--- src/sv/bts_pkg.sv ---
// Shared types, codes and tune ROM for the buzzer tune sequencer.
package bts_pkg;

  localparam int unsigned NoteIdxW = 3;
  localparam int unsigned FreqW    = 10;
  localparam int unsigned DurW     = 10;

  // func codes
  localparam logic [1:0] FuncStart = 2'd0;
  localparam logic [1:0] FuncLink  = 2'd1;
  localparam logic [1:0] FuncTimer = 2'd2;

  // reply codes
  localparam logic [1:0] ReplyWait   = 2'd0;
  localparam logic [1:0] ReplyNever  = 2'd1;
  localparam logic [1:0] ReplyIgnore = 2'd2;

  // link state codes
  localparam logic [2:0] LinkConnected    = 3'd0;
  localparam logic [2:0] LinkDisconnected = 3'd1;
  localparam logic [2:0] LinkRadioFailed  = 3'd2;
  localparam logic [2:0] LinkNoModule     = 3'd3;
  localparam logic [2:0] LinkNoneSeen     = 3'd7;

  typedef enum logic [1:0] {
    TuneStartup  = 2'd0,
    TuneFailed   = 2'd1,
    TuneNoModule = 2'd2,
    TuneLink     = 2'd3
  } tune_e;

  typedef struct packed {
    logic [FreqW-1:0] hz;
    logic [DurW-1:0]  ms;
  } note_t;

  typedef struct packed {
    logic [1:0]       reply;
    logic [DurW-1:0]  wait_ms;
    logic             tone_on;
    logic [FreqW-1:0] tone_hz;
    logic [DurW-1:0]  tone_ms;
    logic             pin_drive;
  } result_t;

  function automatic logic [NoteIdxW-1:0] tune_len(input tune_e t);
    logic [NoteIdxW-1:0] len;
    case (t)
      TuneStartup:  len = NoteIdxW'(6);
      TuneFailed:   len = NoteIdxW'(2);
      TuneNoModule: len = NoteIdxW'(2);
      default:      len = NoteIdxW'(3);
    endcase
    return len;
  endfunction

  function automatic note_t mk_note(input int unsigned hz, input int unsigned ms);
    note_t n;
    n.hz = FreqW'(hz);
    n.ms = DurW'(ms);
    return n;
  endfunction

  // Entries past a tune's length read as zero.
  function automatic note_t tune_note(input tune_e t, input logic [NoteIdxW-1:0] idx);
    note_t n;
    n = '0;
    case (t)
      TuneStartup: begin
        case (idx)
          3'd0:    n = mk_note(659, 300);
          3'd1:    n = mk_note(659, 300);
          3'd2:    n = mk_note(523, 100);
          3'd3:    n = mk_note(659, 300);
          3'd4:    n = mk_note(783, 550);
          3'd5:    n = mk_note(392, 575);
          default: n = '0;
        endcase
      end
      TuneFailed: begin
        case (idx)
          3'd0:    n = mk_note(480, 200);
          3'd1:    n = mk_note(400, 200);
          default: n = '0;
        endcase
      end
      TuneNoModule: begin
        case (idx)
          3'd0:    n = mk_note(676, 300);
          3'd1:    n = mk_note(520, 150);
          default: n = '0;
        endcase
      end
      default: begin
        case (idx)
          3'd0:    n = mk_note(520, 150);
          3'd1:    n = mk_note(676, 300);
          3'd2:    n = mk_note(0, 1000);
          default: n = '0;
        endcase
      end
    endcase
    return n;
  endfunction

endpackage

--- src/sv/bts_intf.sv ---
// Handshake channel interfaces: input items, result items, configuration writes.
interface bts_in_if import bts_pkg::*; ();
  logic       valid;
  logic       ready;
  logic [1:0] func;
  logic [2:0] conn_state;

  modport source (output valid, output func, output conn_state, input ready);
  modport sink   (input valid, input func, input conn_state, output ready);
endinterface

interface bts_out_if import bts_pkg::*; ();
  logic             valid;
  logic             ready;
  logic [1:0]       reply;
  logic [DurW-1:0]  wait_ms;
  logic             tone_on;
  logic [FreqW-1:0] tone_hz;
  logic [DurW-1:0]  tone_ms;
  logic             pin_drive;

  modport source (output valid, output reply, output wait_ms, output tone_on,
                  output tone_hz, output tone_ms, output pin_drive, input ready);
  modport sink   (input valid, input reply, input wait_ms, input tone_on,
                  input tone_hz, input tone_ms, input pin_drive, output ready);
endinterface

interface bts_cfg_if import bts_pkg::*; ();
  logic valid;
  logic ready;
  logic startup_beep_enable;

  modport source (output valid, output startup_beep_enable, input ready);
  modport sink   (input valid, input startup_beep_enable, output ready);
endinterface

--- src/sv/buzzer_tune_sequencer.sv ---
// Buzzer tune sequencer top level: input stage, tune state machine, result stage.
//
//  channel | dir | payload                                            | transfer when
//  in_i    | in  | func, conn_state                                   | valid & ready
//  out_o   | out | reply, wait_ms, tone_on, tone_hz, tone_ms, pin_drive | valid & ready
//  cfg_i   | in  | startup_beep_enable                                | valid & ready
//
// Two register stages: an item is captured in the input register, processed
// combinationally against the tune state, and lands in the result register.
// One item per cycle is sustained while out_o is not stalled, the limit being
// the single state update per cycle. Reset
// (rst_ni low, async) idles the block with the startup tune selected and
// beeps enabled. A stalled output holds its result and the input register
// backs up behind it; cfg_i is always ready.
module buzzer_tune_sequencer import bts_pkg::*; (
  input  logic       clk_i,
  input  logic       rst_ni,
  bts_in_if.sink     in_i,
  bts_out_if.source  out_o,
  bts_cfg_if.sink    cfg_i
);

  // configuration
  logic beep_en_q;

  // input stage
  logic                in_vld_q;
  logic [1:0]          func_q;
  logic [2:0]          cs_q;

  // tune state
  logic [NoteIdxW-1:0] idx_q, idx_d;
  tune_e               sel_q, sel_d;
  logic                done_q, done_d;
  logic                pend_q, pend_d;
  logic [2:0]          last_q, last_d;
  logic                pin_q, pin_d;

  // result stage
  logic                out_vld_q;
  result_t             res_q, res_d;

  logic                adv;

  assign adv        = !out_vld_q || out_o.ready;
  assign in_i.ready = !in_vld_q || adv;
  assign cfg_i.ready = 1'b1;

  always_ff @(posedge clk_i or negedge rst_ni) begin
    if (!rst_ni) begin
      beep_en_q <= 1'b1;
    end else if (cfg_i.valid) begin
      beep_en_q <= cfg_i.startup_beep_enable;
    end
  end

  always_ff @(posedge clk_i or negedge rst_ni) begin
    if (!rst_ni) begin
      in_vld_q <= 1'b0;
    end else if (in_i.ready) begin
      in_vld_q <= in_i.valid;
    end
  end

  always_ff @(posedge clk_i) begin
    if (in_i.ready && in_i.valid) begin
      func_q <= in_i.func;
      cs_q   <= in_i.conn_state;
    end
  end

  // Link state to tune mapping; connect/disconnect only with beeps enabled.
  logic  map_hit;
  tune_e map_tune;

  always_comb begin
    map_hit  = 1'b0;
    map_tune = TuneLink;
    if (cs_q == LinkRadioFailed) begin
      map_hit  = 1'b1;
      map_tune = TuneFailed;
    end else if (cs_q == LinkNoModule) begin
      map_hit  = 1'b1;
      map_tune = TuneNoModule;
    end else if ((cs_q == LinkConnected || cs_q == LinkDisconnected) && beep_en_q) begin
      map_hit  = 1'b1;
      map_tune = TuneLink;
    end
  end

  // Tune engine. A fresh tune always plays its first note right away.
  logic  play_end;
  note_t cur_note;
  logic  do_start;
  tune_e start_t;
  note_t first_note;
  note_t emit;
  logic  do_emit;

  assign play_end   = idx_q >= tune_len(sel_q);
  assign cur_note   = tune_note(sel_q, idx_q);

  always_comb begin
    idx_d    = idx_q;
    sel_d    = sel_q;
    done_d   = done_q;
    pend_d   = pend_q;
    last_d   = last_q;
    pin_d    = pin_q;
    do_start = 1'b0;
    do_emit  = 1'b0;
    start_t  = TuneStartup;
    res_d    = '0;
    res_d.reply = ReplyIgnore;

    case (func_q)
      FuncStart: begin
        if (beep_en_q) begin
          do_start = 1'b1;
        end else begin
          res_d.reply = ReplyNever;
        end
      end
      FuncLink: begin
        if (idx_q == '0) begin
          if (cs_q != last_q) begin
            last_d = cs_q;
            if (map_hit) begin
              do_start = 1'b1;
              start_t  = map_tune;
            end else begin
              res_d.reply = ReplyNever;
            end
          end else begin
            res_d.reply = ReplyNever;
          end
        end else begin
          // mid-tune: only deferred until the first tune has ended, else ignored
          if (!done_q) pend_d = 1'b1;
        end
      end
      FuncTimer: begin
        if (play_end) begin
          pin_d       = 1'b0;
          idx_d       = '0;
          res_d.reply = ReplyNever;
          if (!done_q) begin
            done_d = 1'b1;
            if (pend_q) begin
              pend_d = 1'b0;
              if (map_hit) begin
                do_start = 1'b1;
                start_t  = map_tune;
              end
            end
          end
        end else begin
          do_emit = 1'b1;
          idx_d   = idx_q + NoteIdxW'(1);
        end
      end
      default: ;
    endcase

    if (do_start) begin
      sel_d   = start_t;
      pin_d   = 1'b1;
      idx_d   = NoteIdxW'(1);
      do_emit = 1'b1;
    end

    first_note = tune_note(start_t, '0);
    emit = do_start ? first_note : cur_note;
    if (do_emit) begin
      res_d.reply   = ReplyWait;
      res_d.wait_ms = emit.ms;
      if (emit.hz != '0) begin
        res_d.tone_on = 1'b1;
        res_d.tone_hz = emit.hz;
        res_d.tone_ms = emit.ms;
      end
    end
    res_d.pin_drive = pin_d;
  end

  always_ff @(posedge clk_i or negedge rst_ni) begin
    if (!rst_ni) begin
      idx_q  <= '0;
      sel_q  <= TuneStartup;
      done_q <= 1'b0;
      pend_q <= 1'b0;
      last_q <= LinkNoneSeen;
      pin_q  <= 1'b0;
    end else if (in_vld_q && adv) begin
      idx_q  <= idx_d;
      sel_q  <= sel_d;
      done_q <= done_d;
      pend_q <= pend_d;
      last_q <= last_d;
      pin_q  <= pin_d;
    end
  end

  always_ff @(posedge clk_i or negedge rst_ni) begin
    if (!rst_ni) begin
      out_vld_q <= 1'b0;
    end else if (adv) begin
      out_vld_q <= in_vld_q;
    end
  end

  always_ff @(posedge clk_i) begin
    if (adv && in_vld_q) begin
      res_q <= res_d;
    end
  end

  assign out_o.valid     = out_vld_q;
  assign out_o.reply     = res_q.reply;
  assign out_o.wait_ms   = res_q.wait_ms;
  assign out_o.tone_on   = res_q.tone_on;
  assign out_o.tone_hz   = res_q.tone_hz;
  assign out_o.tone_ms   = res_q.tone_ms;
  assign out_o.pin_drive = res_q.pin_drive;

endmodule

--- src/flat_wrapper.sv ---
// flat-port wrapper written by rule: the top's interface ports become plain ports
module buzzer_tune_sequencer_flat import bts_pkg::*;
  (clk_i, rst_ni, in_i_valid, in_i_func, in_i_conn_state, in_i_ready, out_o_valid, out_o_reply, out_o_wait_ms, out_o_tone_on, out_o_tone_hz, out_o_tone_ms, out_o_pin_drive, out_o_ready, cfg_i_valid, cfg_i_startup_beep_enable, cfg_i_ready);
  bts_in_if in_i_i ();
  bts_out_if out_o_i ();
  bts_cfg_if cfg_i_i ();
  input  logic clk_i;
  input  logic rst_ni;
  input wire logic [$bits(in_i_i.valid)-1:0] in_i_valid;
  input wire logic [$bits(in_i_i.func)-1:0] in_i_func;
  input wire logic [$bits(in_i_i.conn_state)-1:0] in_i_conn_state;
  output wire logic [$bits(in_i_i.ready)-1:0] in_i_ready;
  output wire logic [$bits(out_o_i.valid)-1:0] out_o_valid;
  output wire logic [$bits(out_o_i.reply)-1:0] out_o_reply;
  output wire logic [$bits(out_o_i.wait_ms)-1:0] out_o_wait_ms;
  output wire logic [$bits(out_o_i.tone_on)-1:0] out_o_tone_on;
  output wire logic [$bits(out_o_i.tone_hz)-1:0] out_o_tone_hz;
  output wire logic [$bits(out_o_i.tone_ms)-1:0] out_o_tone_ms;
  output wire logic [$bits(out_o_i.pin_drive)-1:0] out_o_pin_drive;
  input wire logic [$bits(out_o_i.ready)-1:0] out_o_ready;
  input wire logic [$bits(cfg_i_i.valid)-1:0] cfg_i_valid;
  input wire logic [$bits(cfg_i_i.startup_beep_enable)-1:0] cfg_i_startup_beep_enable;
  output wire logic [$bits(cfg_i_i.ready)-1:0] cfg_i_ready;
  assign in_i_i.valid = in_i_valid;
  assign in_i_i.func = in_i_func;
  assign in_i_i.conn_state = in_i_conn_state;
  assign in_i_ready = in_i_i.ready;
  assign out_o_valid = out_o_i.valid;
  assign out_o_reply = out_o_i.reply;
  assign out_o_wait_ms = out_o_i.wait_ms;
  assign out_o_tone_on = out_o_i.tone_on;
  assign out_o_tone_hz = out_o_i.tone_hz;
  assign out_o_tone_ms = out_o_i.tone_ms;
  assign out_o_pin_drive = out_o_i.pin_drive;
  assign out_o_i.ready = out_o_ready;
  assign cfg_i_i.valid = cfg_i_valid;
  assign cfg_i_i.startup_beep_enable = cfg_i_startup_beep_enable;
  assign cfg_i_ready = cfg_i_i.ready;
  buzzer_tune_sequencer u_core (.clk_i(clk_i), .rst_ni(rst_ni), .in_i(in_i_i), .out_o(out_o_i), .cfg_i(cfg_i_i));
endmodule
--- config.mk ---
export PLATFORM = sky130hd
export DESIGN_NAME = buzzer_tune_sequencer_flat
export DESIGN_NICKNAME = d
export VERILOG_FILES = /design/src/sv/bts_pkg.sv /design/src/sv/bts_intf.sv /design/src/sv/buzzer_tune_sequencer.sv /design/src/flat_wrapper.sv
export SDC_FILE = /design/constraint.sdc
export NUM_CORES = 1
export LEC_CHECK = 0
export BUFFER_PORTS_ARGS = -buffer_cell sky130_fd_sc_hd__buf_4
export CAP_MARGIN = 10
export CORE_MARGIN = 2
export CORE_UTILIZATION = 25
export DETAILED_ROUTE_END_ITERATION = 7
export PLACE_DENSITY_LB_ADDON = 0.1
export SETUP_SLACK_MARGIN = 0.15
export SLEW_MARGIN = 20
export SYNTH_ARGS = -nofsm -noshare
export SYNTH_HDL_FRONTEND = slang
export SYNTH_SLANG_ARGS = --single-unit
--- constraint.sdc ---
create_clock -name clk_i -period 4 [get_ports clk_i]
set_clock_uncertainty 0.15 [all_clocks]
set_input_delay 0.6 -clock clk_i [delete_from_list [all_inputs] [get_ports clk_i]]
set_output_delay 0.6 -clock clk_i [all_outputs]
set_load 0.02 [all_outputs]
==> reports/results.tsv, run 1 <==
stage	metric	value	unit
global_route	total grt overflow	0	
global_route	vias in the first global route	2224	
finish	P&R area growth vs syn	22.3	%
synthesis	async set-reset flop share out of synthesis	26.9	%
timing	max-slew violation count	0	
synthesis	Syn Std Cell Area	2920	µm²
global_route	largest net degree at the start of global routing	38	
clock_network	CTS Sinks	52	
synthesis	synth warn	0	
clock_network	Clk Latency, worst-skew pair	0.29	ns
critical_path	RR Endpoint	u_core.out_o.tone_ms[3]$_SDFFCE_PN0P_	
finish	Filler cells	1203	
placed_design	GPL Wtd Cong	0.819	
clock_network	clock-pin slew on the worst setup and hold paths	0.07	ns
finish	final core occ	31.3	%
floorplanning	Core Rows	39	
floorplanning	io pins	48	
floorplanning	Initial Util	25.6	%
critical_path	CP max FO	13	
placed_design	detailed placement HPWL	5.37	mm
synthesis	synth cell count leaders	edfxtp_1 (38), nand2_1 (26), o21ai_0 (20), inv_1 (18), nor2_1 (14)	
timing	Worst Max-Slew Pin Slew	0.798	ns
clock_network	CTS tree	yes	
routing	post-route ant nets	0	
synthesis	Syn Inst Count	272	
run_status	run status	finished clean	
floorplanning	core footprint	11400	µm²
timing	Slew HR	46.7	%
global_route	initial antenna violation count	0	
clock_network	Post-CTS Setup Inserts	0	
synthesis	Seq/Total Area, Yosys	51.3	%
critical_path	FF-to-FF path depth	12	
finish	share of layout cells above drive strength 1	26.3	%
timing	final count of negative-setup-slack endpoints	0	
synthesis	Main synth FF type	edfxtp_1	
timing	setup TNS	0	ns
clock_network	CTS HTree Levels	2	
clock_network	CTS Buffer Depth	2	
critical_path	critical path class	flop to flop	
routing	Residual DRC	0	
critical_path	Req. time, crit path	3.87	ns
pwr	power per cell area	568	nW/µm²
global_route	GR Util All Layers	11.9	%
timing	Final Cycle Share	85.9	%
timing	final hold vios	0	
synthesis	Yosys reg bits	52	
synthesis	number of synthesized flops with an enable pin	38	
critical_path	Arrival @ worst endpoint	3.30	ns
floorplanning	die width	112	µm
timing	crit path time final	3.44	ns
placed_design	port bufs	46	
timing	RSZ-0062 raised after global routing	false	
critical_path	nature of the critical path endpoint	flop	
pwr	Total Power	2.03	mW
routing	drt pass-1 iters	4	
pwr	Pleak	1.44	nW
floorplanning	die height	112	µm
finish	diodes inserted	0	
synthesis	syn_area_per_cell	10.7	µm²
global_route	first-pass GRT wire length	11.9	mm
floorplanning	DIE AREA	12600	µm²
synthesis	syn_nets	296	
critical_path	Setup crit start kind	flop	
timing	top achievable clock speed	291	MHz
critical_path	Worst R2R Start	u_core.sel_q[0]$_DFFE_PN0P_	
hold_path	Hold Crit Class	input port to async pin	
synthesis	largest cells by area after synthesis	edfxtp_1 (39%), dfrtp_1 (8.6%), ha_1 (5.6%), dfstp_2 (3.6%), o21ai_0 (3.4%)	
routing	DR WL/cell	15.7	µm
finish	Final nets	342	
synthesis	Yosys top cell area share	39.1	%
clock_network	PostCTS Resize Cnt	0	
synthesis	most frequent cell after synthesis	edfxtp_1	
clock_network	cts bufs inserted	5	
clock_network	Clock Root Buffer	clkbuf_16	
routing	Total Wirelength	7.23	mm
synthesis	Synth cell types	59	
routing	Starting DRT DRC Count	99	
critical_path	FF-to-FF setup slack	0.56	ns
clock_network	Hold Buf Count CTS	0	
routing	via count	2193	
routing	Vias/cell	4.75	
flow_run	max-cap violations	0	
synthesis	dominant cell type by area after synthesis	edfxtp_1	
pwr	Peak supply drop	258	µV
worst max-delay path by stage:
stage                                     start                                     to  slack [ns]
floorplan           u_core.sel_q[0]$_DFFE_PN0P_  u_core.out_o.tone_ms[8]$_SDFFCE_PN0P_        0.71
global placement    u_core.sel_q[0]$_DFFE_PN0P_  u_core.out_o.tone_ms[8]$_SDFFCE_PN0P_        0.64
detailed placement  u_core.sel_q[0]$_DFFE_PN0P_  u_core.out_o.tone_ms[6]$_SDFFCE_PN0P_        0.57
CTS                 u_core.sel_q[0]$_DFFE_PN0P_  u_core.out_o.tone_ms[6]$_SDFFCE_PN0P_        0.55
global route        u_core.sel_q[0]$_DFFE_PN0P_  u_core.out_o.tone_ms[3]$_SDFFCE_PN0P_        0.24
finish              u_core.sel_q[0]$_DFFE_PN0P_  u_core.out_o.tone_ms[3]$_SDFFCE_PN0P_        0.56
per-layer routing:
metal / track usage (%) / wire length (µm) / up-vias
met5: 0 / 0 / -
met2: 20.2 / 3540 / 51
met4: 3.58 / 123 / 0
li1: - / - / 1083
met3: 2.21 / 264 / 8
met1: 15.5 / 3310 / 1051
area by class of cell:
cell class                      count  area [µm²]  area share, %
Timing Repair Buffer               55         413           11.6
Tap cell                          143         179           5.01
Clock buffer                        6         129           3.61
Inverter                           18        67.6           1.89
Clock inverter                      2        11.3          0.315
Multi-Input combinational cell    186        1270           35.7
Sequential cell                    52        1500           41.9
registers in the layout, summed over array words and instances, names as in the netlist, 3 cells and up:
signal / cells
u_core.out_o.tone_ms: 10
u_core.out_o.wait_ms: 10
u_core.out_o.tone_hz: 9
u_core.cs_q: 3
u_core.idx_q: 3
u_core.last_q: 3
cell usage in the layout, fill, tap and decap left out, types with 3 or more instances in the layout:
cell and n:
a211oi_1 5, a21oi_1 12, a2bb2oi_1 3, and2_1 4, buf_4 55, clkbuf_16 5
dfrtp_1 10, dfstp_2 4, edfxtp_1 38, ha_1 13, inv_1 18, mux2_2 5
nand2_1 26, nand2b_1 7, nand3_1 5, nand3b_1 3, nand4_1 3, nor2_1 14
nor2b_1 3, nor3_1 8, nor3b_1 4, o21ai_0 20, o21bai_1 3, o32ai_1 5
xnor2_1 4
worst max-delay path, stage by stage, from the launching register on:
cell and delay, ns:
dfrtp_1 0.52, nor2_1 0.31, inv_1 0.10, ha_1 0.30, a31o_1 0.24, a21o_2 0.23, nand4_1 0.25, inv_1 0.11
ha_1 0.23, nor3_1 0.20, nand3_1 0.11, nor3_2 0.33, nor3b_1 0.09
kinds of logic after synthesis:
logic type	count (synthesis)	synth area share, %
and+or+nand+nor	89	16.1
AOI/OAI and AO/OA	72	18.1
DFF	52	51.3
buffers and inverters	34	5.10
adders and majority gates	13	5.57
muxes	6	2.27
xor gates and xnor gates	5	1.50
other	1	0.128
through the flow:
step                      hold slack (ns)  setup slack, ns  instances  cell area, µm²
after global placement              0.329            0.643        454            3430
after detailed placement            0.328            0.574        454            3430
after CTS                          0.0150            0.551        462            3570
after floorplan                     0.154            0.708        272            2920
after global routing              0.00702            0.244        462            3570
final                             0.00985            0.564        462            3570
report_power, final:
group          total, mW  internal, mW  switching, mW
combinational      0.845         0.336          0.509
clock              0.421         0.230          0.190
sequential         0.761         0.710         0.0513
(Power assumes the default switching activity.)
==> run 2: changes to the inputs <==
--- a/config.mk
+++ b/config.mk
@@ -8,6 +8,6 @@
 export BUFFER_PORTS_ARGS = -buffer_cell sky130_fd_sc_hd__buf_4
 export CAP_MARGIN = 10
-export CORE_MARGIN = 2
 export CORE_UTILIZATION = 25
+export CTS_BUF_LIST = sky130_fd_sc_hd__clkbuf_8
 export DETAILED_ROUTE_END_ITERATION = 7
 export PLACE_DENSITY_LB_ADDON = 0.1
--- a/constraint.sdc
+++ b/constraint.sdc
@@ -3,3 +3,3 @@
 set_input_delay 0.6 -clock clk_i [delete_from_list [all_inputs] [get_ports clk_i]]
 set_output_delay 0.6 -clock clk_i [all_outputs]
-set_load 0.02 [all_outputs]
+set_load 0.005 [all_outputs]
==> run 2 against run 1 <==
Net effect:
- die area fell by 3.5%
- combinational power fell by 7.7%
- utilization fell by 0.055 points
- non-clock buffer count rose by 2
- cell count rose by 0.43%
- global-route usage rose by 1.3 points
- power fell by 5.3%
- setup slack improved by 0.013 ns
- first-iteration DRC count fell by 6.1%
- sequential share of layout area rose by 0.074 points
- critical path type unchanged
- largest power group unchanged
==> reports/results.tsv, run 2 (same netlist as run 1, synthesis figures left out) <==
stage	metric	value	unit
run_status	run status	finished clean	
routing	post-route ant nets	0	
critical_path	nature of the critical path endpoint	flop	
finish	commonest non-fill, non-tap cell in the layout	buf_4	
hold_path	Hold Crit Class	input port to flop	
timing	Final Cycle Share	85.6	%
timing	Worst Max-Slew Pin Slew	0.789	ns
routing	via count	2188	
clock_network	Clock Root Buffer	clkbuf_8	
timing	crit path time final	3.42	ns
timing	final count of negative-setup-slack endpoints	0	
critical_path	critical path's slowest cell	dfrtp_1	
floorplanning	die height	110	µm
clock_network	CTS Buffer Depth	2	
finish	diodes inserted	0	
floorplanning	Initial Util	25.6	%
placed_design	detailed placement HPWL	5.46	mm
clock_network	cts bufs inserted	5	
timing	Slew HR	47.3	%
routing	Total Wirelength	7.34	mm
pwr	sw frac	35.1	%
pwr	P_sw	674	µW
critical_path	CP cell instances	nor2_1 -> inv_1 -> ha_1 -> a31o_1 -> a21o_2 -> nand4_1 -> inv_1 -> ha_1 -> nor3_1 -> nand3_1 -> nor3_2 -> a211oi_1	
timing	setup TNS	0	ns
clock_network	CTS Sinks	52	
finish	Filler cells	1211	
timing	top achievable clock speed	292	MHz
clock_network	Clk Latency, worst-skew pair	0.30	ns
finish	Final nets	344	
timing	RSZ-0062 raised after global routing	false	
global_route	largest net degree at the start of global routing	25	
critical_path	Req. time, crit path	3.89	ns
finish	P&R area growth vs syn	22.1	%
pwr	clock group share of total power	19.8	%
floorplanning	core footprint	11400	µm²
routing	Vias/cell	4.72	
critical_path	CP max FO	13	
finish	area of the multi-input gates	1270	µm²
timing	hold slack	0.296	ns
floorplanning	DIE AREA	12100	µm²
floorplanning	Core Rows	39	
pwr	Pleak	1.45	nW
clock_network	CTS HTree Levels	2	
routing	Starting DRT DRC Count	93	
routing	Residual DRC	0	
routing	drt pass-1 iters	4	
finish	register area	1500	µm²
clock_network	CTS tree	yes	
floorplanning	io pins	48	
pwr	Peak supply drop	174	µV
placed_design	port bufs	46	
pwr	Comb pwr share	40.6	%
floorplanning	die width	110	µm
pwr	sequential share of power	39.6	%
global_route	first-pass GRT wire length	12.0	mm
critical_path	Largest stage delay, worst path	0.53	ns
global_route	GR Util All Layers	13.2	%
critical_path	Setup crit start kind	flop	
clock_network	clock-pin slew on the worst setup and hold paths	0.10	ns
finish	most frequent cells in the layout	buf_4 (56), edfxtp_1 (38), nand2_1 (26)	
timing	max-slew violation count	0	
placed_design	GPL Wtd Cong	0.798	
flow_run	max-cap violations	0	
critical_path	Top delay family on crit path	simple AND/OR/NAND/NOR gates	
routing	DR WL/cell	15.8	µm
global_route	total grt overflow	0	
finish	share of layout cells above drive strength 1	26.8	%
critical_path	critical path class	flop to flop	
critical_path	Arrival @ worst endpoint	3.31	ns
global_route	vias in the first global route	2247	
global_route	initial antenna violation count	0	
critical_path	Worst Path Buf+Inv	2	
timing	final hold vios	0	
pwr	internal power component	1.24	mW
pwr	power per cell area	538	nW/µm²
run 2: worst paths after layout:
path                                             start                                     to  slack, ns  cells after the start
hold reg to reg              u_core.done_q$_DFFE_PN0P_              u_core.done_q$_DFFE_PN0P_       0.35                      1
hold / removal                             cfg_i_valid           u_core.beep_en_q$_DFFE_PN1P_       0.30                      2
max in group asynchronous                       rst_ni           u_core.beep_en_q$_DFFE_PN1P_       2.92                      2
min in group asynchronous                       rst_ni               u_core.pin_q$_DFFE_PN0P_       0.53                      2
setup / recovery           u_core.sel_q[0]$_DFFE_PN0P_  u_core.out_o.tone_ms[6]$_SDFFCE_PN0P_       0.58                     12
setup reg to reg           u_core.sel_q[0]$_DFFE_PN0P_  u_core.out_o.tone_ms[6]$_SDFFCE_PN0P_       0.58                     12
run 2: worst register-to-register path, delay by kind of cell, from the launching register on:
kind | cells | cell delay (ns)
buffers and inverters | 2 | 0.21
adder cells (fa/ha/maj) | 2 | 0.52
flip-flops | 1 | 0.53
AO/OA/AOI/OAI | 3 | 0.56
AND/OR/NAND/NOR | 5 | 1.20
run 2: layout make-up:
type	instances	share of cell area [%]
sequential	52	42.0
multi-input combinational	186	35.7
timing repair buffer	57	12.1
tap	143	5.02
clock buffer	6	2.32
inverter	18	1.90
clock inverter	2	0.948
run 2: layer usage:
| layer | vias up | wire (µm) | share of wire, % | GRT usage [%] |
|---|---|---|---|---|
| li1 | 1088 | - | - | - |
| met1 | 1050 | 3440 | 47 | 17.1 |
| met2 | 43 | 3620 | 49 | 22.7 |
| met3 | 7 | 206 | 2.8 | 2.35 |
| met4 | 0 | 73 | 1.0 | 3.43 |
| met5 | - | 0 | 0 | 0 |
run 2: through the flow:
step	setup slack (ns)	utilization [%]	area, µm²	cells	total power, mW
final	0.577	31.2	3560	464	1.92
after global routing	0.200	31.2	3560	464	2.07
after CTS	0.549	31.2	3560	464	1.95
after detailed placement	0.563	30.1	3440	455	1.56
after global placement	0.647	30.1	3440	455	1.57
after floorplan	0.708	-	2920	272	1.30
run 2: repair_timing:
item	in CTS	in global routing
buffers inserted	0	0
hold buffers	1	0
gates resized for setup	0	0
endpoints found under the hold margin	10	0
run 2: power by group through the flow:
stage / Sequential [mW] / Clock [mW] / Combinational (mW)
floorplan: 0.766 / 0 / 0.534
global placement: 0.774 / 0 / 0.793
detailed placement: 0.775 / 0 / 0.784
CTS: 0.762 / 0.400 / 0.789
global route: 0.775 / 0.419 / 0.879
finish: 0.760 / 0.379 / 0.780
